`config.mk`:
```
export PLATFORM = sky130hd
export DESIGN_NAME = websocket_frame_deframer_core
export DESIGN_NICKNAME = d
export VERILOG_FILES = /design/src/rtl/core/wsd_pkg.sv /design/src/rtl/core/websocket_frame_deframer_core.sv /design/src/rtl/core/wsd_parser.sv /design/src/rtl/core/wsd_out_stage.sv
export SDC_FILE = /design/constraint.sdc
export NUM_CORES = 1
export LEC_CHECK = 0
export BUFFER_PORTS_ARGS = -buffer_cell sky130_fd_sc_hd__buf_2
export CORE_MARGIN = 8
export CORE_UTILIZATION = 41
export CTS_BUF_LIST = sky130_fd_sc_hd__clkbuf_4 sky130_fd_sc_hd__clkbuf_8
export CTS_CLUSTER_DIAMETER = 120
export DETAILED_ROUTE_END_ITERATION = 12
export PLACE_DENSITY = 0.58
export SYNTH_ARGS = -nofsm -noshare
export SYNTH_HDL_FRONTEND = slang
export SYNTH_SLANG_ARGS = --single-unit
```
`constraint.sdc`:
```
create_clock -name aclk -period 6.7 [get_ports aclk]
set_input_delay 0.335 -clock aclk [delete_from_list [all_inputs] [get_ports aclk]]
set_output_delay 0.335 -clock aclk [all_outputs]
set_load 0.05 [all_outputs]
```
`src/rtl/core/wsd_pkg.sv`:
```
package wsd_pkg;

    // parser phase, one-hot
    typedef enum logic [4:0] {
        PH_HDR0 = 5'b00001,
        PH_HDR1 = 5'b00010,
        PH_EXT  = 5'b00100,
        PH_KEY  = 5'b01000,
        PH_DATA = 5'b10000
    } phase_t;

    localparam logic [3:0] OP_CONT   = 4'd0;
    localparam logic [3:0] OP_TEXT   = 4'd1;
    localparam logic [3:0] OP_BINARY = 4'd2;
    localparam logic [3:0] OP_CLOSE  = 4'd8;
    localparam logic [3:0] OP_PING   = 4'd9;
    localparam logic [3:0] OP_PONG   = 4'd10;

    localparam logic [1:0] ST_OK          = 2'd0;
    localparam logic [1:0] ST_UNMASKED    = 2'd1;
    localparam logic [1:0] ST_RESERVED_OP = 2'd2;

    localparam logic [6:0] LEN_EXT16 = 7'd126;
    localparam logic [6:0] LEN_EXT64 = 7'd127;

    localparam logic [3:0] EXT16_BYTES = 4'd2;
    localparam logic [3:0] EXT64_BYTES = 4'd8;
    localparam logic [3:0] KEY_BYTES   = 4'd4;

    typedef struct packed {
        logic [7:0]  data_byte;
        logic        is_payload;
        logic        fin;
        logic [3:0]  frame_opcode;
        logic        frame_end;
        logic [63:0] frame_length;
        logic [1:0]  status;
    } result_t;

    function automatic logic opcode_known(input logic [3:0] op);
        return op inside {OP_CONT, OP_TEXT, OP_BINARY, OP_CLOSE, OP_PING, OP_PONG};
    endfunction

endpackage

```
`src/rtl/core/websocket_frame_deframer_core.sv`:
```
// channel  | ports                                  | moves
// ---------+----------------------------------------+---------------------------------
// input    | s_valid s_ready s_in_byte              | one stream byte per request
// result   | m_valid m_ready m_data_byte m_is_payload| one payload byte or end marker
//          | m_fin m_frame_opcode m_frame_end       |
//          | m_frame_length m_status                |
//
// one byte per cycle sustained while m_ready is high; a result reaches the result ports through
// the input register, the combinational parser and the result register
// header bytes give no result except the end marker of an empty frame
// aresetn is synchronous, active low, and returns the parser to the first header byte
// a stalled result register holds the parser; one further byte waits in the input register
module websocket_frame_deframer_core
    import wsd_pkg::*;
(
    input  logic        aclk,
    input  logic        aresetn,
    input  logic        s_valid,
    output logic        s_ready,
    input  logic [7:0]  s_in_byte,
    output logic        m_valid,
    input  logic        m_ready,
    output logic [7:0]  m_data_byte,
    output logic        m_is_payload,
    output logic        m_fin,
    output logic [3:0]  m_frame_opcode,
    output logic        m_frame_end,
    output logic [63:0] m_frame_length,
    output logic [1:0]  m_status
);

    logic       in_valid_reg;
    logic [7:0] in_byte_reg;
    logic       out_ready;
    logic       advance;
    logic       res_valid;
    result_t    res;
    result_t    m_res;

    assign advance = in_valid_reg && out_ready;
    assign s_ready = !in_valid_reg || advance;

    always_ff @(posedge aclk) begin
        if (!aresetn) begin
            in_valid_reg <= 1'b0;
        end else if (s_ready) begin
            in_valid_reg <= s_valid;
        end
    end

    always_ff @(posedge aclk) begin
        if (s_ready && s_valid) begin
            in_byte_reg <= s_in_byte;
        end
    end

    wsd_parser u_parser (
        .aclk      (aclk),
        .aresetn   (aresetn),
        .advance   (advance),
        .in_byte   (in_byte_reg),
        .res_valid (res_valid),
        .res       (res)
    );

    wsd_out_stage u_out (
        .aclk     (aclk),
        .aresetn  (aresetn),
        .up_valid (res_valid),
        .up_ready (out_ready),
        .up_res   (res),
        .m_valid  (m_valid),
        .m_ready  (m_ready),
        .m_res    (m_res)
    );

    assign m_data_byte    = m_res.data_byte;
    assign m_is_payload   = m_res.is_payload;
    assign m_fin          = m_res.fin;
    assign m_frame_opcode = m_res.frame_opcode;
    assign m_frame_end    = m_res.frame_end;
    assign m_frame_length = m_res.frame_length;
    assign m_status       = m_res.status;

endmodule

```
`src/rtl/core/wsd_parser.sv`:
```
module wsd_parser
    import wsd_pkg::*;
(
    input  logic        aclk,
    input  logic        aresetn,
    input  logic        advance,
    input  logic [7:0]  in_byte,
    output logic        res_valid,
    output result_t     res
);

    phase_t      phase_reg, phase_next;
    logic [3:0]  header_count_reg, header_count_next;
    logic        fin_reg, fin_next;
    logic [3:0]  opcode_reg, opcode_next;
    logic        masked_reg, masked_next;
    logic [63:0] length_reg, length_next;
    logic [31:0] key_reg, key_next;
    logic [63:0] remaining_reg, remaining_next;
    logic [1:0]  key_index_reg, key_index_next;
    logic [1:0]  error_reg, error_next;

    always_ff @(posedge aclk) begin
        if (!aresetn) begin
            phase_reg        <= PH_HDR0;
            header_count_reg <= '0;
            fin_reg          <= 1'b1;
            opcode_reg       <= OP_CLOSE;
            masked_reg       <= 1'b1;
            length_reg       <= '0;
            key_reg          <= '0;
            remaining_reg    <= '0;
            key_index_reg    <= '0;
            error_reg        <= ST_OK;
        end else begin
            phase_reg        <= phase_next;
            header_count_reg <= header_count_next;
            fin_reg          <= fin_next;
            opcode_reg       <= opcode_next;
            masked_reg       <= masked_next;
            length_reg       <= length_next;
            key_reg          <= key_next;
            remaining_reg    <= remaining_next;
            key_index_reg    <= key_index_next;
            error_reg        <= error_next;
        end
    end

    always_comb begin
        logic       go_length_done;
        logic       go_begin;
        logic [7:0] k;

        phase_next        = phase_reg;
        header_count_next = header_count_reg;
        fin_next          = fin_reg;
        opcode_next       = opcode_reg;
        masked_next       = masked_reg;
        length_next       = length_reg;
        key_next          = key_reg;
        remaining_next    = remaining_reg;
        key_index_next    = key_index_reg;
        error_next        = error_reg;
        go_length_done    = 1'b0;
        go_begin          = 1'b0;
        k                 = '0;
        res_valid         = 1'b0;
        res.data_byte     = '0;
        res.is_payload    = 1'b0;
        res.frame_end     = 1'b0;

        if (advance) begin
            case (phase_reg)
                PH_HDR1: begin
                    masked_next = in_byte[7];
                    if (!opcode_known(opcode_reg)) begin
                        error_next = ST_RESERVED_OP;
                    end else if (!in_byte[7]) begin
                        error_next = ST_UNMASKED;
                    end else begin
                        error_next = ST_OK;
                    end
                    length_next = '0;
                    if (in_byte[6:0] == LEN_EXT16) begin
                        header_count_next = EXT16_BYTES;
                        phase_next        = PH_EXT;
                    end else if (in_byte[6:0] == LEN_EXT64) begin
                        header_count_next = EXT64_BYTES;
                        phase_next        = PH_EXT;
                    end else begin
                        length_next    = {57'd0, in_byte[6:0]};
                        go_length_done = 1'b1;
                    end
                end
                PH_EXT: begin
                    // big-endian, shift in one byte per request
                    length_next       = {length_reg[55:0], in_byte};
                    header_count_next = header_count_reg - 4'd1;
                    go_length_done    = (header_count_reg == 4'd1);
                end
                PH_KEY: begin
                    key_next          = {key_reg[23:0], in_byte};
                    header_count_next = header_count_reg - 4'd1;
                    go_begin          = (header_count_reg == 4'd1);
                end
                PH_DATA: begin
                    if (masked_reg) begin
                        case (key_index_reg)
                            2'd0:    k = key_reg[31:24];
                            2'd1:    k = key_reg[23:16];
                            2'd2:    k = key_reg[15:8];
                            default: k = key_reg[7:0];
                        endcase
                    end
                    key_index_next = key_index_reg + 2'd1;
                    remaining_next = remaining_reg - 64'd1;
                    res_valid      = 1'b1;
                    res.data_byte  = in_byte ^ k;
                    res.is_payload = 1'b1;
                    res.frame_end  = (remaining_reg == 64'd1);
                    if (remaining_reg == 64'd1) begin
                        phase_next = PH_HDR0;
                    end
                end
                default: begin
                    fin_next    = in_byte[7];
                    opcode_next = in_byte[3:0];
                    phase_next  = PH_HDR1;
                end
            endcase

            if (go_length_done) begin
                if (masked_next) begin
                    header_count_next = KEY_BYTES;
                    key_next          = '0;
                    phase_next        = PH_KEY;
                end else begin
                    go_begin = 1'b1;
                end
            end

            if (go_begin) begin
                if (length_next == 64'd0) begin
                    // empty frame: end marker on the last header byte
                    phase_next    = PH_HDR0;
                    res_valid     = 1'b1;
                    res.frame_end = 1'b1;
                end else begin
                    remaining_next = length_next;
                    key_index_next = '0;
                    phase_next     = PH_DATA;
                end
            end
        end

        res.fin          = fin_next;
        res.frame_opcode = opcode_next;
        res.frame_length = length_next;
        res.status       = error_next;
    end

    a_phase_onehot: assert property (@(posedge aclk) disable iff (!aresetn)
        $onehot(phase_reg))
        else $error("parser phase not one-hot");

    a_data_remaining: assert property (@(posedge aclk) disable iff (!aresetn)
        (phase_reg == PH_DATA) |-> (remaining_reg != 64'd0))
        else $error("payload phase with no bytes left");

    a_header_count: assert property (@(posedge aclk) disable iff (!aresetn)
        (phase_reg == PH_EXT || phase_reg == PH_KEY) |-> (header_count_reg != 4'd0))
        else $error("header byte count exhausted in header phase");

    a_marker_shape: assert property (@(posedge aclk) disable iff (!aresetn)
        (res_valid && !res.is_payload) |-> (res.frame_end && res.data_byte == 8'd0
            && res.frame_length == 64'd0))
        else $error("malformed empty-frame end marker");

    a_end_leaves_frame: assert property (@(posedge aclk) disable iff (!aresetn)
        (res_valid && res.frame_end) |=> (phase_reg == PH_HDR0))
        else $error("frame end without return to first header byte");

endmodule

```
`src/rtl/core/wsd_out_stage.sv`:
```
module wsd_out_stage
    import wsd_pkg::*;
(
    input  logic    aclk,
    input  logic    aresetn,
    input  logic    up_valid,
    output logic    up_ready,
    input  result_t up_res,
    output logic    m_valid,
    input  logic    m_ready,
    output result_t m_res
);

    logic    valid_reg;
    result_t res_reg;

    assign up_ready = !valid_reg || m_ready;

    always_ff @(posedge aclk) begin
        if (!aresetn) begin
            valid_reg <= 1'b0;
        end else if (up_ready) begin
            valid_reg <= up_valid;
        end
    end

    always_ff @(posedge aclk) begin
        if (up_ready && up_valid) begin
            res_reg <= up_res;
        end
    end

    assign m_valid = valid_reg;
    assign m_res   = res_reg;

endmodule

```
==> results of run 1 <==
synth_stat cells (all sizes together) (4+ instances only):
master / n / area [um^2]
nand4: 6 / 37.5
xor2: 28 / 245
nor2: 66 / 248
mux2i: 4 / 40.0
a211oi: 29 / 218
ha: 8 / 100
a22oi: 37 / 278
nor4: 32 / 213
nor4b: 5 / 50.0
nand3b: 4 / 30.0
nand3: 43 / 215
nor3b: 6 / 45.0
o22ai: 7 / 43.8
dfxtp: 181 / 3620
and2: 76 / 475
nand2: 205 / 769
o211ai: 7 / 52.6
clkbuf: 79 / 297
mux2: 7 / 78.8
a32o: 4 / 40.0
or4: 9 / 67.6
edfxtp: 89 / 2670
buf: 11 / 47.5
o2111ai: 5 / 43.8
inv: 16 / 60.1
a21oi: 83 / 415
a221oi: 14 / 123
and3: 13 / 81.3
nor3: 41 / 205
nand2b: 6 / 37.5
or3: 17 / 121
nor2b: 7 / 43.8
a222oi: 8 / 80.1
o31ai: 9 / 67.6
a22o: 39 / 342
o21ai: 66 / 330
a31oi: 5 / 31.3
xnor2: 19 / 166
or2: 7 / 43.8
o31a: 4 / 35.0
a21o: 5 / 37.5
what timing repair did:
item                      in CTS  in global routing
hold buffers                   9                  0
hold endpoints to repair       9                  0
setup buffers                  0                  0
gates resized for setup        0                  0
power breakdown:
group | switching, mW | total, mW | internal [mW]
Combinational | 0.113 | 0.161 | 0.0479
Clock | 0.702 | 1.79 | 1.09
Sequential | 0.0201 | 1.72 | 1.70
Total | 0.836 | 3.67 | 2.84
layer usage:
| metal | routed length, um | share of wire | track usage |
|---|---|---|---|
| met5 | 0 | 0 | 0 |
| met4 | 1350 | 0.034 | 0.0791 |
| met3 | 3150 | 0.079 | 0.0475 |
| met2 | 18100 | 0.45 | 0.336 |
| met1 | 17500 | 0.44 | 0.287 |
kinds of logic after synthesis:
| group | after synthesis | synth area share |
|---|---|---|
| simple gates | 548 | 0.220 |
| compound gates | 349 | 0.192 |
| buf+inv | 107 | 0.0327 |
| fa+ha+maj | 8 | 0.00803 |
| flops | 270 | 0.505 |
| mux | 11 | 0.00954 |
| xor+xnor | 47 | 0.0330 |
critical path: stages, from the launching register on:
cell and delay (ps):
dfxtp_1 720, nor2b_1 770, nand2_1 290, o21ai_0 360
a22o_1 270, nand3_1 190, a21oi_4 180, buf_4 740
area by class of cell:
type | count | area [um^2]
Clock buffer | 72 | 897
Inverter | 17 | 63.8
Sequential cell | 270 | 6300
Tap cell | 396 | 495
Timing Repair Buffer | 117 | 666
Clock inverter | 18 | 246
Fill cell | 2935 | 15800
Multi-Input combinational cell | 963 | 5820
placed cells by master (no fill, tap or decap), drive strengths merged, types with 32 or more instances in the layout:
master | netlist | layout
nand2 | 205 | 205
dfxtp | 181 | 181
buf | 11 | 108
edfxtp | 89 | 89
a21oi | 83 | 83
and2 | 76 | 76
clkbuf | 79 | 72
nor2 | 66 | 66
o21ai | 66 | 66
nand3 | 43 | 43
nor3 | 41 | 41
a22o | 39 | 39
a22oi | 37 | 37
nor4 | 32 | 32
through the flow:
| stage | instances | instance area [um^2] | hold WS, ps |
|---|---|---|---|
| global placement | 1754 | 13200 | 449 |
| global route | 1853 | 14500 | 179 |
| floorplan | 1340 | 12500 | 434 |
| CTS | 1853 | 14500 | 164 |
| finish | 1853 | 14500 | 202 |
| detailed placement | 1754 | 13200 | 454 |
final timing paths:
path                               from                    to  slack (ps)  cells after the start
hold reg to reg    u_parser.key_reg[28]  u_parser.key_reg[28]         460                      2
hold / removal                  m_ready          in_valid_reg         200                      3
setup reg to reg  u_parser.phase_reg[2]       u_out.m_res[13]        2600                      7
setup / recovery  u_parser.phase_reg[2]       u_out.m_res[13]        2600                      7
==> metrics, run 1 <==
diode count 0; CTS tree yes; layout cells sized above 1 0.156; via/cell ratio 5.81; EDFF count, synth roughly 90; Routed wire per std cell 21.6 um; fin crit period 4100 ps; clk buf depth 3; Final Util 0.478; post-route setup TNS 0 ps; TritonCTS sink count 270; site row count 64; die width 190 um; max reg flops 81; skew final 24.0 ps; first-pass GRT wire length around 61,000 um; Routed Antenna Nets 0; vias in the first global route 10.3k; dominant synthesized flop cell dfxtp_1; Worst setup SP type register; die area 0.0362 mm^2; VDD IR max about 0.17 mV; Setup-failing EPs final 0; Leak 5.13 nW; critical path class reg2reg; synthesized area between 0.01 and 0.015 mm^2; Hold Path Class in2reg; Max Clk Rate 244 MHz; Crit Path Max Fanout slightly above 80; Starting DRT DRC Count 909; Post-synth ARST share 0; core area 0.0303 mm^2; outcome complete, no violations; final slew viol count 0; Worst Path Required 6880 ps; PwrDens 254 mW/mm^2; IO buf count 94; H-tree Lvls 2; Net Count, Synth 1,360; Critical Path AT 4280 ps; pre-CTS setup slack 2710 ps; max_cap viols 0; Synth cell types 67; Synth Area per Inst between 9 and 10 um^2; Critical Path Sink Type register; pin slew with the least headroom to its limit 1180 ps; Ports 95; Worst-path clk slew 60 ps; Yosys Warn Count 0; die height approximately 190 um; dpl hpwl 27,200 um; Rel. slew slack 0.213; power consumption about 3.7 mW; Area Overhead vs Synth 16.2%; largest net degree at the start of global routing 88; root buffer cell clkbuf_8; Initial Utilization 0.412; global placement routability congestion 0.924; WL final 40,100 um; Synth Instances 1,340; RSZ-0062 raised after global routing no; via count 10.8k; Synth Register Bits 270; period utilisation layout 0.612; GRT Residual Overflow 0; TritonCTS Buffers 48; final net count between 1k and 1.5k; final hold violation count 0; overall routing resource usage 0.215; clk_lat worst skew 580 ps; first-pass iteration count of the detailed router 7; sequential cell area fraction in the yosys report 0.505; PnR worst setup slack between 2000 and 3000 ps; initial antenna violation count 0; Remaining DRCs 0
No activity file was read; power rests on OpenSTA's default activity.
==> run 2: changes to the inputs <==
==> constraint.sdc (replaced) <==
create_clock -name aclk -period 3.3 [get_ports aclk]
set_input_delay 0.165 -clock aclk [delete_from_list [all_inputs] [get_ports aclk]]
set_output_delay 0.165 -clock aclk [all_outputs]
set_load 0.05 [all_outputs]
==> metrics, run 2 (synthesis gave the netlist of run 1 again) <==
Starting DRT DRC Count 911 (was 909); CTS tree yes (unchanged); die height 190 um (unchanged); initial antenna violation count 2 (was 0); skew final 37.9 ps (was 24.0 ps); reg2reg path depth 10 (was 7); via/cell ratio 5.80 (was 5.81); Reg-to-Reg Start u_parser.phase_reg[2] (unchanged); Ports 95 (unchanged); GRT Residual Overflow 0 (unchanged); clk_lat worst skew 580 ps (about the same); pin slew with the least headroom to its limit 901 ps (was 1180 ps); first-pass iteration count of the detailed router 5 (was 7); vias in the first global route 10.5k (was 10.3k); Setup-failing EPs final 0 (unchanged); max_cap viols 0 (unchanged); Critical Path Source u_parser.phase_reg[2] (unchanged); TritonCTS Buffers 46 (was 48); critical path, cell by cell buf_4 > nor2b_1 > buf_4 > a221oi_2 > o221ai_1 > nor3_1 > and3_1 > nand3_2 > a21oi_4 > buf_12 (was nor2b_1 > nand2_1 > o21ai_0 > a22o_1 > nand3_1 > a21oi_4 > buf_4); most common cell after layout, fill and taps aside nand2_1 (unchanged); clk buf depth 3 (unchanged); TritonCTS sink count 270 (unchanged); RR Endpoint u_out.m_res[11] (was u_out.m_res[13]); Routed Antenna Nets 0 (unchanged); overall routing resource usage 0.220 (was 0.215); CP dominant cell by count buf_4; site row count 64 (unchanged); diode count 0 (unchanged); outcome complete, no violations (unchanged); first-pass GRT wire length 62,900 um (was 61,300 um); register-to-register setup slack 230 ps (was 2600 ps); max reg flops 81 (unchanged); Initial Utilization 0.412 (unchanged); Worst-path clk slew 60 ps (about the same); via count 11.0k (was 10.8k); placed cells 1,800 (was 1,754); Worst Path Required 3510 ps (was 6880 ps); die width 190 um (unchanged); critical path class reg2reg (unchanged); Worst Path Buf+Inv 3 (was 1); global placement routability congestion 0.921 (was 0.924); power consumption 7.15 mW (was 3.67 mW); core area 0.0303 mm^2 (unchanged); IO buf count 94 (unchanged); Hold EP u_out.m_valid (was in_valid_reg); VDD IR max 0.303 mV (was 0.171 mV); commonest non-fill, non-tap cells in the layout nand2_1, dfxtp_1, buf_2, edfxtp_1, a21oi_1 (unchanged); die area 0.0362 mm^2 (unchanged); largest net degree at the start of global routing 92 (was 88); CP peak stage delay 420 ps (was 770 ps); PwrDens 483 mW/mm^2 (was 254 mW/mm^2); Final Non-Filler Cells 1,895 (was 1,853); Max Clk Rate 326 MHz (was 244 MHz); final net count 1,481 (was 1,437); CP delay by family, top simple AND/OR/NAND/NOR gates (unchanged); period utilisation layout 0.929 (was 0.612); Routed wire per std cell 21.3 um (was 21.6 um); WL final 40,500 um (was 40,100 um); Critical Path Sink Type register (unchanged); H-tree Lvls 2 (unchanged); Worst setup SP type register (unchanged); Critical Path AT 3280 ps (was 4280 ps); Crit Path Max Fanout 62 (was 81); Rel. slew slack 0.399 (was 0.213); Area Overhead vs Synth 18.8% (was 16.2%); root buffer cell clkbuf_8 (unchanged); fin crit period 3070 ps (was 4100 ps); RSZ-0062 raised after global routing no (unchanged); Hold Path Class in2reg (unchanged); Leak 5.35 nW (was 5.13 nW); Worst Min Path Start m_ready (unchanged); layout cells sized above 1 0.189 (was 0.156); Hold Path Depth 3 (unchanged); WHS 62.4 ps (was 202 ps); CP max stage cell dfxtp_1 (was nor2b_1); Remaining DRCs 0 (unchanged); final hold violation count 0 (unchanged); final slew viol count 0 (unchanged); dpl hpwl 28,200 um (was 27,200 um)
==> run 2: timing repair <==
| item | 4_1_cts | 5_1_grt |
|---|---|---|
| endpoints found under the setup margin | 0 | 1 |
| hold buffers | 9 | 0 |
| endpoints found under the hold margin | 9 | 0 |
| setup buffers | 0 | 0 |
| gates resized for setup | 0 | 1 |
==> run 2: per-layer routing <==
metal | wire, um | global-route usage | up-vias | share of wire
li1 | - | - | 5170 | -
met1 | 18200 | 0.306 | 5304 | 0.45
met2 | 18400 | 0.348 | 419 | 0.45
met3 | 2810 | 0.0358 | 87 | 0.069
met4 | 1100 | 0.0594 | 2 | 0.027
met5 | 10 | 0 | - | 0.00025
==> run 2: layout make-up <==
| class | count | area, um^2 |
|---|---|---|
| repair buffers | 163 | 1070 |
| clock buffers | 72 | 860 |
| clock inverters | 14 | 158 |
| flip-flops and latches | 270 | 6300 |
| well taps | 396 | 495 |
| multi-input cells | 963 | 5850 |
| fillers | 2949 | 15500 |
| inverters | 17 | 63.8 |
==> run 2: per-stage QoR <==
stage	util	worst slack, ps	area [um^2]	setup TNS [ps]
floorplan	-	-291	12500	-23590
global placement	0.452	267	13700	0
detailed placement	0.452	236	13700	0
CTS	0.489	255	14800	0
global route	0.489	41.3	14800	0
finish	0.489	234	14800	0
==> run 2: how the worst max path moves through the flow <==
| stage | end | slack [ps] | depth (start not counted) |
|---|---|---|---|
| 3_5_place_dp | u_parser.remaining_reg[42] | 240 | 7 |
| 2_1_floorplan | u_out.m_res[0] | -290 | 8 |
| 4_1_cts | u_parser.remaining_reg[42] | 250 | 7 |
| 3_3_place_gp | u_parser.remaining_reg[42] | 270 | 7 |
| 6_report | u_out.m_res[11] | 230 | 10 |
| 5_1_grt | u_parser.remaining_reg[50] | 40 | 11 |
==> run 2: worst reg2reg max path, stage by stage, from the launching register on <==
cell and delay (ps):
dfxtp_1 420, buf_4 220, nor2b_1 140, buf_4 190
a221oi_2 350, o221ai_1 190, nor3_1 250, and3_1 260
nand3_2 130, a21oi_4 180, buf_12 300
==> run 2: power breakdown <==
| part | switching (mW) | internal (mW) |
|---|---|---|
| combinational | 0.243 | 0.115 |
| clock | 1.41 | 1.91 |
| sequential | 0.0334 | 3.44 |
